==> src/design/ccpc_ram.sv <==
`default_nettype none
// ----------------------------------------------------------------------------
// ccpc_ram
// Generic single-port write, single-port read RAM with registered read.
// ----------------------------------------------------------------------------
module ccpc_ram #(
  parameter int unsigned Width = 8,
  parameter int unsigned Depth = 16
) (
  input  wire logic                     clk_i,
  input  wire logic                     we_i,
  input  wire logic [$clog2(Depth)-1:0] waddr_i,
  input  wire logic [Width-1:0]         wdata_i,
  input  wire logic [$clog2(Depth)-1:0] raddr_i,
  output logic      [Width-1:0]         rdata_o
);

  logic [Width-1:0] mem_q [Depth];

  always_ff @(posedge clk_i) begin
    if (we_i) begin
      mem_q[waddr_i] <= wdata_i;
    end
    rdata_o <= mem_q[raddr_i];
  end

endmodule : ccpc_ram
`default_nettype wire

==> config.mk <==
export PLATFORM = sky130hd
export DESIGN_NAME = ccpc_ram
export DESIGN_NICKNAME = d
export VERILOG_FILES = /design/src/design/ccpc_ram.sv
export SDC_FILE = /design/constraint.sdc
export NUM_CORES = 1
export LEC_CHECK = 0
export BUFFER_PORTS_ARGS = -buffer_cell sky130_fd_sc_hd__buf_4
export CAP_MARGIN = 10
export CORE_ASPECT_RATIO = 0.5
export CORE_MARGIN = 1
export CORE_UTILIZATION = 25
export DETAILED_ROUTE_END_ITERATION = 10
export SLEW_MARGIN = 20
export SYNTH_ARGS = -nofsm -noshare
export SYNTH_HDL_FRONTEND = slang
export SYNTH_SLANG_ARGS = --single-unit
==> constraint.sdc <==
create_clock -name clk_i -period 1.8 [get_ports clk_i]
set_input_delay 0.27 -clock clk_i [delete_from_list [all_inputs] [get_ports clk_i]]
set_output_delay 0.27 -clock clk_i [all_outputs]
set_load 0.05 [all_outputs]
==> results of run 1 <==
## power breakdown
part           switching, mW  internal (mW)  leakage (nW)
logic                  0.260          0.175         0.620
registers             0.0188           3.54          1.22
clock network           1.28           2.18         0.285
total                   1.56           5.90          2.13
## registers in the layout, summed over array words and instances (netlist names)
signal   flops
rdata_o      8
mem_q      128
## placed cells by master (no fill, tap or decap), types with 2 or more instances in the layout
master / Yosys / layout
nand2b_1: 2 / 2
clkbuf_16: 0 / 17
clkinvlp_4: 0 / 3
mux4_2: 18 / 18
mux4_1: 14 / 14
bufinv_16: 0 / 3
nand2_1: 9 / 9
buf_12: 0 / 4
inv_6: 0 / 2
nor2_1: 13 / 13
nand3b_1: 2 / 2
a22oi_1: 16 / 16
edfxtp_1: 128 / 128
buf_4: 1 / 42
clkinv_4: 0 / 4
nor3_1: 4 / 4
dfxtp_1: 8 / 8
## cells by family after synthesis
group	Yosys count
and+or+nand+nor	35
buffers and inverters	10
AOI/OAI and AO/OA	16
muxes	32
DFF	136
## per-layer routing
metal  global-route usage (%)  vias up  wire, um
met4                     4.44        0       128
met3                     2.73       14       293
li1                         -     1089         -
met2                     16.9       39      4850
met1                     12.8     1285      4750
met5                        0        -         0
## final timing paths
| path | startpoint | endpoint | slack (ps) | cells after the start |
|---|---|---|---|---|
| setup / recovery | mem_q[1][1]$_DFFE_PP_ | rdata_o[1]$_DFF_P_ | 370 | 3 |
| hold / removal | wdata_i[4] | mem_q[11][4]$_DFFE_PP_ | 170 | 1 |
| setup reg to reg | mem_q[1][1]$_DFFE_PP_ | rdata_o[1]$_DFF_P_ | 370 | 3 |
| hold reg to reg | mem_q[14][6]$_DFFE_PP_ | rdata_o[6]$_DFF_P_ | 670 | 3 |
## worst max-delay path: stages (launching register included)
cell	delay (ps)
edfxtp_1	360
mux4_1	510
a22oi_1	330
nand2_1	110
## per-stage QoR
step	cell area, um2	worst slack (ps)	power (mW)
2_1_floorplan	5150	37.1	3.88
3_3_place_gp	5790	107	4.06
3_5_place_dp	5790	117	4.07
4_1_cts	6390	377	7.52
5_1_grt	6390	326	7.69
6_report	6390	371	7.46
## area by class of cell
cell class              instances  share of cell area, %
clock buffers                  18                   6.71
clock inverters                14                   2.72
multi-input cells              83                   16.5
flip-flops and latches        136                   62.6
well taps                     266                   5.21
repair buffers                 46                   6.19
==> metrics.txt, run 1 <==
outcome=completed; # IOs=26; top-area cell type share of the netlist area=between 70% and 80%; Crit. End Element=register; total negative slack=0 ps; layout cells sized above 1=between 30% and 40%; Max Cap Viol=0; Sequential cell area=about 4000 um2; DRT antenna net count=0; synth cell count leaders=128 x edfxtp_1, 18 x mux4_2, 16 x a22oi_1; pin count of the biggest net entering global routing=33; die area=roughly 21000 um2; Adder-Cell Fraction of Synth Area=0%; number of flops mapped to enable cells by yosys=about 130; CP max FO=1; period utilization=approximately four fifths; Clock Tree Root=clkbuf_16; Setup Skew=8.21 ps; # diodes=0; Final Hold Fails=0; Yosys warnings=0; RSZ-0062 raised after global routing=no; vias per std cell=around 4.3; mux cell area share after synthesis=15.0%; Req. time, crit path=between 2000 and 2500 ps; DRC viols=0; Hold WC Path Type=input pin to register; syn_nets=247; Inst Count DP=between 500 and 600; FMAX=around 0.70 GHz; vias in the first global route=approximately 2500; final core occ=32.3%; sequential area share after synthesis=between 70% and 80%; clk slew on worst S/H paths=roughly 60 ps; Peak supply drop=approximately 730 uV; Synth Area in Simple Gates=between 3 and 4%; drt first-iter violations=154; multi-input logic area=approximately 1100 um2; CTS Sinks=between 100 and 150; Num CTS Buffers=17; asr flop ratio synth=0%; final layout net count=between 300 and 400; postcts setup bufs=0; main combinational cell family by area after synthesis=multiplexers; XOR/XNOR Fraction of Synth Area=0%; Synth cell types=19; Top FF cell, synth=edfxtp_1; Pre-antenna DRT Iters=4; routed wire length=10000 um; clock tree from TritonCTS=done; Leakage=2.13 nW; Worst Path Arrival=approximately 1700 ps; Synth Instances=~230; Area Growth Syn to Fin=24.2%; pwr/cell area=about 1200 nW/um2; Core Footprint=19800 um2; gpl congestion=~0.69; All-Layer GR Usage=about a tenth; startpoint types=register; # setup viols final=0; Slew headroom=between 40 and 50%; worst-margin pin slew=804 ps; number of gates resized after CTS=0; Max Slew Vio Count=0; fill cell count=a little under 2000; post-synthesis register bit count=about 140; Die W=205 um; Max H-tree Level=4; total grt overflow=0; Die Ht=103 um; clk buf depth=2; first-pass GRT wire length=15100 um; hold slack=168 ps; Rows=36; Yosys top cell by area=edfxtp_1; WL/cell=between 15 and 20 um; Buffers on Ports=25; vias=2427; initial antenna violation count=0; compound-gate portion of the synthesized area=around 2.3%; Mapped Area=around 5100 um2; critical path type=register to register; initial core utilization=between 20% and 30%; cell with the most instances after synthesis=edfxtp_1; Post-CTS Hold Fix Bufs=0; syn_area_per_cell=~22 um2; worst skew pair latency=roughly 410 ps; fin cells=around 560; dpl hpwl=between 6000 and 7000 um; final worst path period need=1430 ps; Synth area leaders=edfxtp_1 75%, mux4_2 7.9%, mux4_1 7.1%, dfxtp_1 3.1%, a22oi_1 2.3%
No activity file was read; power rests on OpenSTA's default activity.
==> inputs of run 2 (changes only) <==
clock period = 1.4 ns   (was 1.8 ns; I/O delays follow)
==> metrics.txt, run 2 (synthesis results as in run 1) <==
outcome=completed; dpl hpwl=6510 um (+1.7%); Peak supply drop=808 uV (+10%); total grt overflow=0 (unchanged); Die W=205 um (unchanged); clk slew on worst S/H paths=60 ps (about the same); Worst path max stage delay=460 ps (-50 ps); fin cells=573 (+1.8%); Top reg by flops=mem_q; Max Slew Vio Count=0 (unchanged); final layout net count=312 (+3.3%); gpl congestion=0.736 (+6.5%); DRC viols=0 (unchanged); first-pass GRT wire length=14700 um (-2.4%); critical path type=register to register; WL/cell=17.3 um (-2.5%); Worst path slowest cell=mux4_2; routed wire length=9940 um (-0.75%); CTS Sinks=136 (unchanged); All-Layer GR Usage=9.83% (-0.37 points); Clock Tree Root=clkbuf_16; startpoint types=register; Die Ht=103 um (unchanged); initial antenna violation count=0 (unchanged); Core Footprint=19800 um2 (unchanged); CP max FO=1 (unchanged); Top Registers=mem_q (128), rdata_o (8); Inst Count DP=541 (+1.9%); FMAX=0.721 GHz (+3.1%); CP startpoint=mem_q[11][7]$_DFFE_PP_; pin count of the biggest net entering global routing=17 (-48%); final worst path period need=1390 ps (-43.0 ps); drt first-iter violations=205 (+33%); worst skew pair latency=400 ps (about the same); CP Cell Sequence=mux4_2 -> a22oi_1 -> nand2_1; die area=21200 um2 (unchanged); Area Growth Syn to Fin=26.2%; period utilization=99.0% (+20 points); initial core utilization=26.0% (unchanged); FF-to-FF path depth=3 (unchanged); vias in the first global route=2481 (-2.3%); crit path to=rdata_o[7]$_DFF_P_; Post-Layout Inst Area=6500 um2 (+1.6%); Max Cap Viol=0 (unchanged); origin of the critical flop-to-flop path=mem_q[11][7]$_DFFE_PP_; worst-margin pin slew=811 ps (+6.93 ps); Post-CTS Hold Fix Bufs=0 (unchanged); Buffers & Inverters on Critical Path=0 (unchanged); Rows=36 (unchanged); Final Hold Fails=0 (unchanged); area post-placement=5880 um2 (+1.6%); pwr/cell area=1480 nW/um2 (+26%); flop-to-flop setup slack=10 ps (-360 ps); Slew headroom=45.8% (-0.38 points); Worst Path Arrival=1660 ps (-50 ps); # diodes=0 (unchanged); clk buf depth=2 (unchanged); commonest non-fill, non-tap cell in the layout=edfxtp_1; Leakage=2.18 nW (+2.4%); DRT antenna net count=0 (unchanged); fill cell count=1868 (-2.8%); CP delay by family, top=multiplexers; Hold WC Path Type=input pin to register; max reg flops=128 (unchanged); vias per std cell=4.22 (-2.0%); # setup viols final=0 (unchanged); Max H-tree Level=4 (unchanged); Buffers on Ports=25 (unchanged); Crit. End Element=register; layout cells sized above 1=36.5% (+4.5 points); Num CTS Buffers=17 (unchanged); WP depth=3 (unchanged); Reg-to-Reg End=rdata_o[7]$_DFF_P_; RSZ-0062 raised after global routing=no; Pre-antenna DRT Iters=5 (+1); # IOs=26 (unchanged); Req. time, crit path=1670 ps (-410 ps); vias=2420 (-0.29%); clock tree from TritonCTS=done; most frequent cells in the layout=128 x edfxtp_1, 52 x buf_4, 18 x mux4_2, 17 x clkbuf_16, 14 x mux4_1; Setup Skew=7.82 ps (-0.387 ps)
[run 2: changes by cell type in the layout (fill, tap and decap cells not counted), sizes merged]
| cell | delta |
|---|---|
| clkbuf | -1 |
| clkinvlp | +1 |
| buf | +10 |
[run 2: worst min-delay path by stage]
stage	cells after the start	endpoint	from
after floorplan	0	mem_q[0][0]$_DFFE_PP_	wdata_i[0]
after global placement	1	mem_q[11][4]$_DFFE_PP_	wdata_i[4]
final	1	mem_q[7][5]$_DFFE_PP_	wdata_i[5]
after global routing	1	mem_q[11][4]$_DFFE_PP_	wdata_i[4]
after CTS	1	mem_q[10][4]$_DFFE_PP_	wdata_i[4]
after detailed placement	1	mem_q[10][4]$_DFFE_PP_	wdata_i[4]
[run 2: timing repair]
| action | in CTS | in global routing |
|---|---|---|
| gates resized for setup | 0 | 3 |
| setup buffers | 0 | 0 |
| setup endpoints to repair | 0 | 3 |
[run 2: per-layer routing]
| metal | global-route usage [%] | routed length, um |
|---|---|---|
| met1 | 12.7 | 4630 |
| met2 | 16.4 | 4860 |
| met3 | 2.13 | 333 |
| met4 | 3.93 | 117 |
| met5 | 0 | 0 |
[run 2: stage by stage]
step | hold slack [ps] | setup WS [ps] | total power, mW | utilization [%] | TNS (ps)
2_1_floorplan | 309 | -76.1 | 4.98 | - | -2300
3_3_place_gp | 521 | -238 | 5.25 | 29.7 | -3460
3_5_place_dp | 525 | -265 | 5.26 | 29.7 | -3600
4_1_cts | 103 | 3.19 | 9.66 | 32.7 | 0
5_1_grt | 113 | 1.34 | 9.87 | 32.8 | 0
6_report | 118 | 13.6 | 9.59 | 32.8 | 0
[run 2: where the power goes]
group	internal [mW]	leakage (nW)	switching (mW)
registers	4.55	1.22	0.0297
clock network	2.80	0.283	1.62
logic	0.246	0.672	0.339
[run 2: worst register-to-register path, stage by stage (launching register included)]
cell and delay (ps):
edfxtp_1 360, mux4_2 460, a22oi_1 350, nand2_1 80
[run 2: final cells by class]
type / instances / area (um2) / area share, %
repair buffers: 56 / 470 / 7.24
flip-flops and latches: 136 / 4000 / 61.6
well taps: 266 / 333 / 5.12
clock buffers: 17 / 425 / 6.55
multi-input cells: 83 / 1090 / 16.7
clock inverters: 15 / 178 / 2.73
==> inputs of run 3 (changes only) <==
--- a/config.mk
+++ b/config.mk
@@ -11,4 +11,5 @@
 export CORE_MARGIN = 1
-export CORE_UTILIZATION = 25
+export CORE_UTILIZATION = 60
 export DETAILED_ROUTE_END_ITERATION = 10
+export PLACE_DENSITY = 0.78
 export SLEW_MARGIN = 20
==> constraint.sdc (replaced) <==
create_clock -name clk_i -period 1.4 [get_ports clk_i]
set_input_delay 0.28 -clock clk_i [delete_from_list [all_inputs] [get_ports clk_i]]
set_output_delay 0.28 -clock clk_i [all_outputs]
set_load 0.05 [all_outputs]
==> metrics.txt, run 3 (synthesis results as in run 1) <==
outcome=completed; Crit. End Element=register; initial antenna violation count=0 (unchanged); Buffers & Inverters on Critical Path=0 (unchanged); DRT antenna net count=0 (unchanged); # setup viols final=0 (unchanged); Top Registers=mem_q (128), rdata_o (8); clock tree from TritonCTS=done; P_sw=1.90 mW (-4.1%); critical path type=register to register; Hold WC Path Type=input pin to register; Core Footprint=8140 um2 (-59%); CP max FO=1 (unchanged); routed wire length=10700 um (+7.2%); # diodes=0 (unchanged); Clock Tree Root=clkbuf_16; Num CTS Buffers=17 (unchanged); Slew headroom=40.4% (-5.4 points); CP delay by family, top=multiplexers; Pre-antenna DRT Iters=5 (unchanged); Worst Path Arrival=1670 ps (about the same); Peak supply drop=1130 uV (+40%); die area=8980 um2 (-58%); gpl congestion=0.771 (+4.8%); Setup Skew=9.24 ps (+1.42 ps); dpl hpwl=6630 um (+1.7%); most frequent cells in the layout=128 x edfxtp_1, 56 x buf_4, 18 x mux4_2, 17 x clkbuf_16, 14 x mux4_1; CP Cell Sequence=mux4_2 -> a22oi_1 -> nand2_1; final worst slack=15.5 ps (+1.84 ps); Max Cap Viol=0 (unchanged); Die Ht=67.5 um (-35%); period utilization=98.9% (-0.13 points); Top reg by flops=mem_q; # IOs=26 (unchanged); vias per std cell=6.18 (+46%); final layout net count=318 (+1.9%); initial core utilization=63.2% (+37 points); sw frac=20.6% (-0.10 points); fill cell count=383 (-79%); DP Worst Slack=-403 ps (-138 ps); vias in the first global route=2542 (+2.5%); hold slack=192 ps (+74.5 ps); pin count of the biggest net entering global routing=18 (+1); Pint=7.33 mW (-3.5%); total negative slack=0 ps (unchanged); WL/cell=25.1 um (+45%); Worst path slowest cell=mux4_2; commonest non-fill, non-tap cell in the layout=edfxtp_1; final worst path period need=1380 ps (-1.84 ps); clk buf depth=2 (unchanged); DRC viols=0 (unchanged); Rows=23 (-36%); All-Layer GR Usage=26.7% (+17 points); sequential share of power=49.7% (+1.9 points); layout cells sized above 1=38.0% (+1.5 points); logic gate share of total power=6.8% (+0.7 points); startpoint types=register; Req. time, crit path=1680 ps (about the same); pwr/cell area=1460 nW/um2 (-1.3%); Max H-tree Level=4 (unchanged); CTS Sinks=136 (unchanged); worst skew pair latency=420 ps (+20 ps); Max Slew Vio Count=0 (unchanged); clock network power share=43.6% (-2.5 points); worst-margin pin slew=891 ps (+79.9 ps); Leakage=2.20 nW (+0.87%); drt first-iter violations=250 (+22%); total grt overflow=0 (unchanged); area post-placement=5770 um2 (-1.8%); clk slew on worst S/H paths=50 ps (about the same); Area Growth Syn to Fin=23.2%; Die W=133 um (-35%); Post-Layout Inst Area=6340 um2 (-2.4%); FMAX=0.722 GHz (+0.13%); Final Hold Fails=0 (unchanged); Worst path max stage delay=480 ps (+20 ps); first-pass GRT wire length=15700 um (+6.2%); vias=2625 (+8.5%); max reg flops=128 (unchanged); Buffers on Ports=25 (unchanged); total power draw=9.24 mW (-3.7%)
[run 3: cell count changes in the layout (fill, tap and decap cells not counted), sizes merged]
cell / change
clkinv: -1
buf: +6
inv: -2
clkinvlp: -4
bufinv: -2
clkbuf: +9
[run 3: routing by layer]
| layer | track usage (%) | wire length [um] |
|---|---|---|
| met5 | 0 | 0 |
| met2 | 39.3 | 4880 |
| met1 | 38.3 | 4630 |
| met4 | 11.5 | 184 |
| met3 | 7.36 | 968 |
[run 3: power by group through the flow]
stage	clock network, mW	logic [mW]	registers, mW
finish	4.02	0.624	4.59
global placement	0	0.586	4.66
global route	4.24	0.654	4.59
CTS	4.06	0.613	4.59
detailed placement	0	0.605	4.67
floorplan	0	0.238	4.75
[run 3: area by class of cell]
cell class                      count  area [um2]  share of cell area [%]
Sequential cell                   136        4000                    63.1
Clock buffer                       26         479                    7.56
Timing Repair Buffer               62         541                    8.52
Clock inverter                      6        55.1                   0.868
Tap cell                          112         140                    2.21
Multi-Input combinational cell     83        1120                    17.7
[run 3: through the flow]
| step | util [%] | instances |
|---|---|---|
| floorplan | - | 229 |
| global placement | 70.9 | 393 |
| detailed placement | 70.9 | 393 |
| CTS | 77.6 | 425 |
| global route | 77.9 | 425 |
| finish | 77.9 | 425 |
[run 3: path summary, 6_finish.rpt]
path                          start                     to  slack, ps  cells after the start
min reg2reg  mem_q[12][4]$_DFFE_PP_     rdata_o[4]$_DFF_P_        680                      3
min                      wdata_i[2]  mem_q[5][2]$_DFFE_PP_        190                      1
max reg2reg  mem_q[11][7]$_DFFE_PP_     rdata_o[7]$_DFF_P_         20                      3
max          mem_q[11][7]$_DFFE_PP_     rdata_o[7]$_DFF_P_         20                      3
[run 3: timing repair]
item	4_1_cts	5_1_grt
endpoints found under the hold margin	0	0
gates cloned	0	0
buffers inserted	0	0
endpoints found under the setup margin	3	4
resized for setup	3	4
pin swaps	1	0
hold buffers	0	0
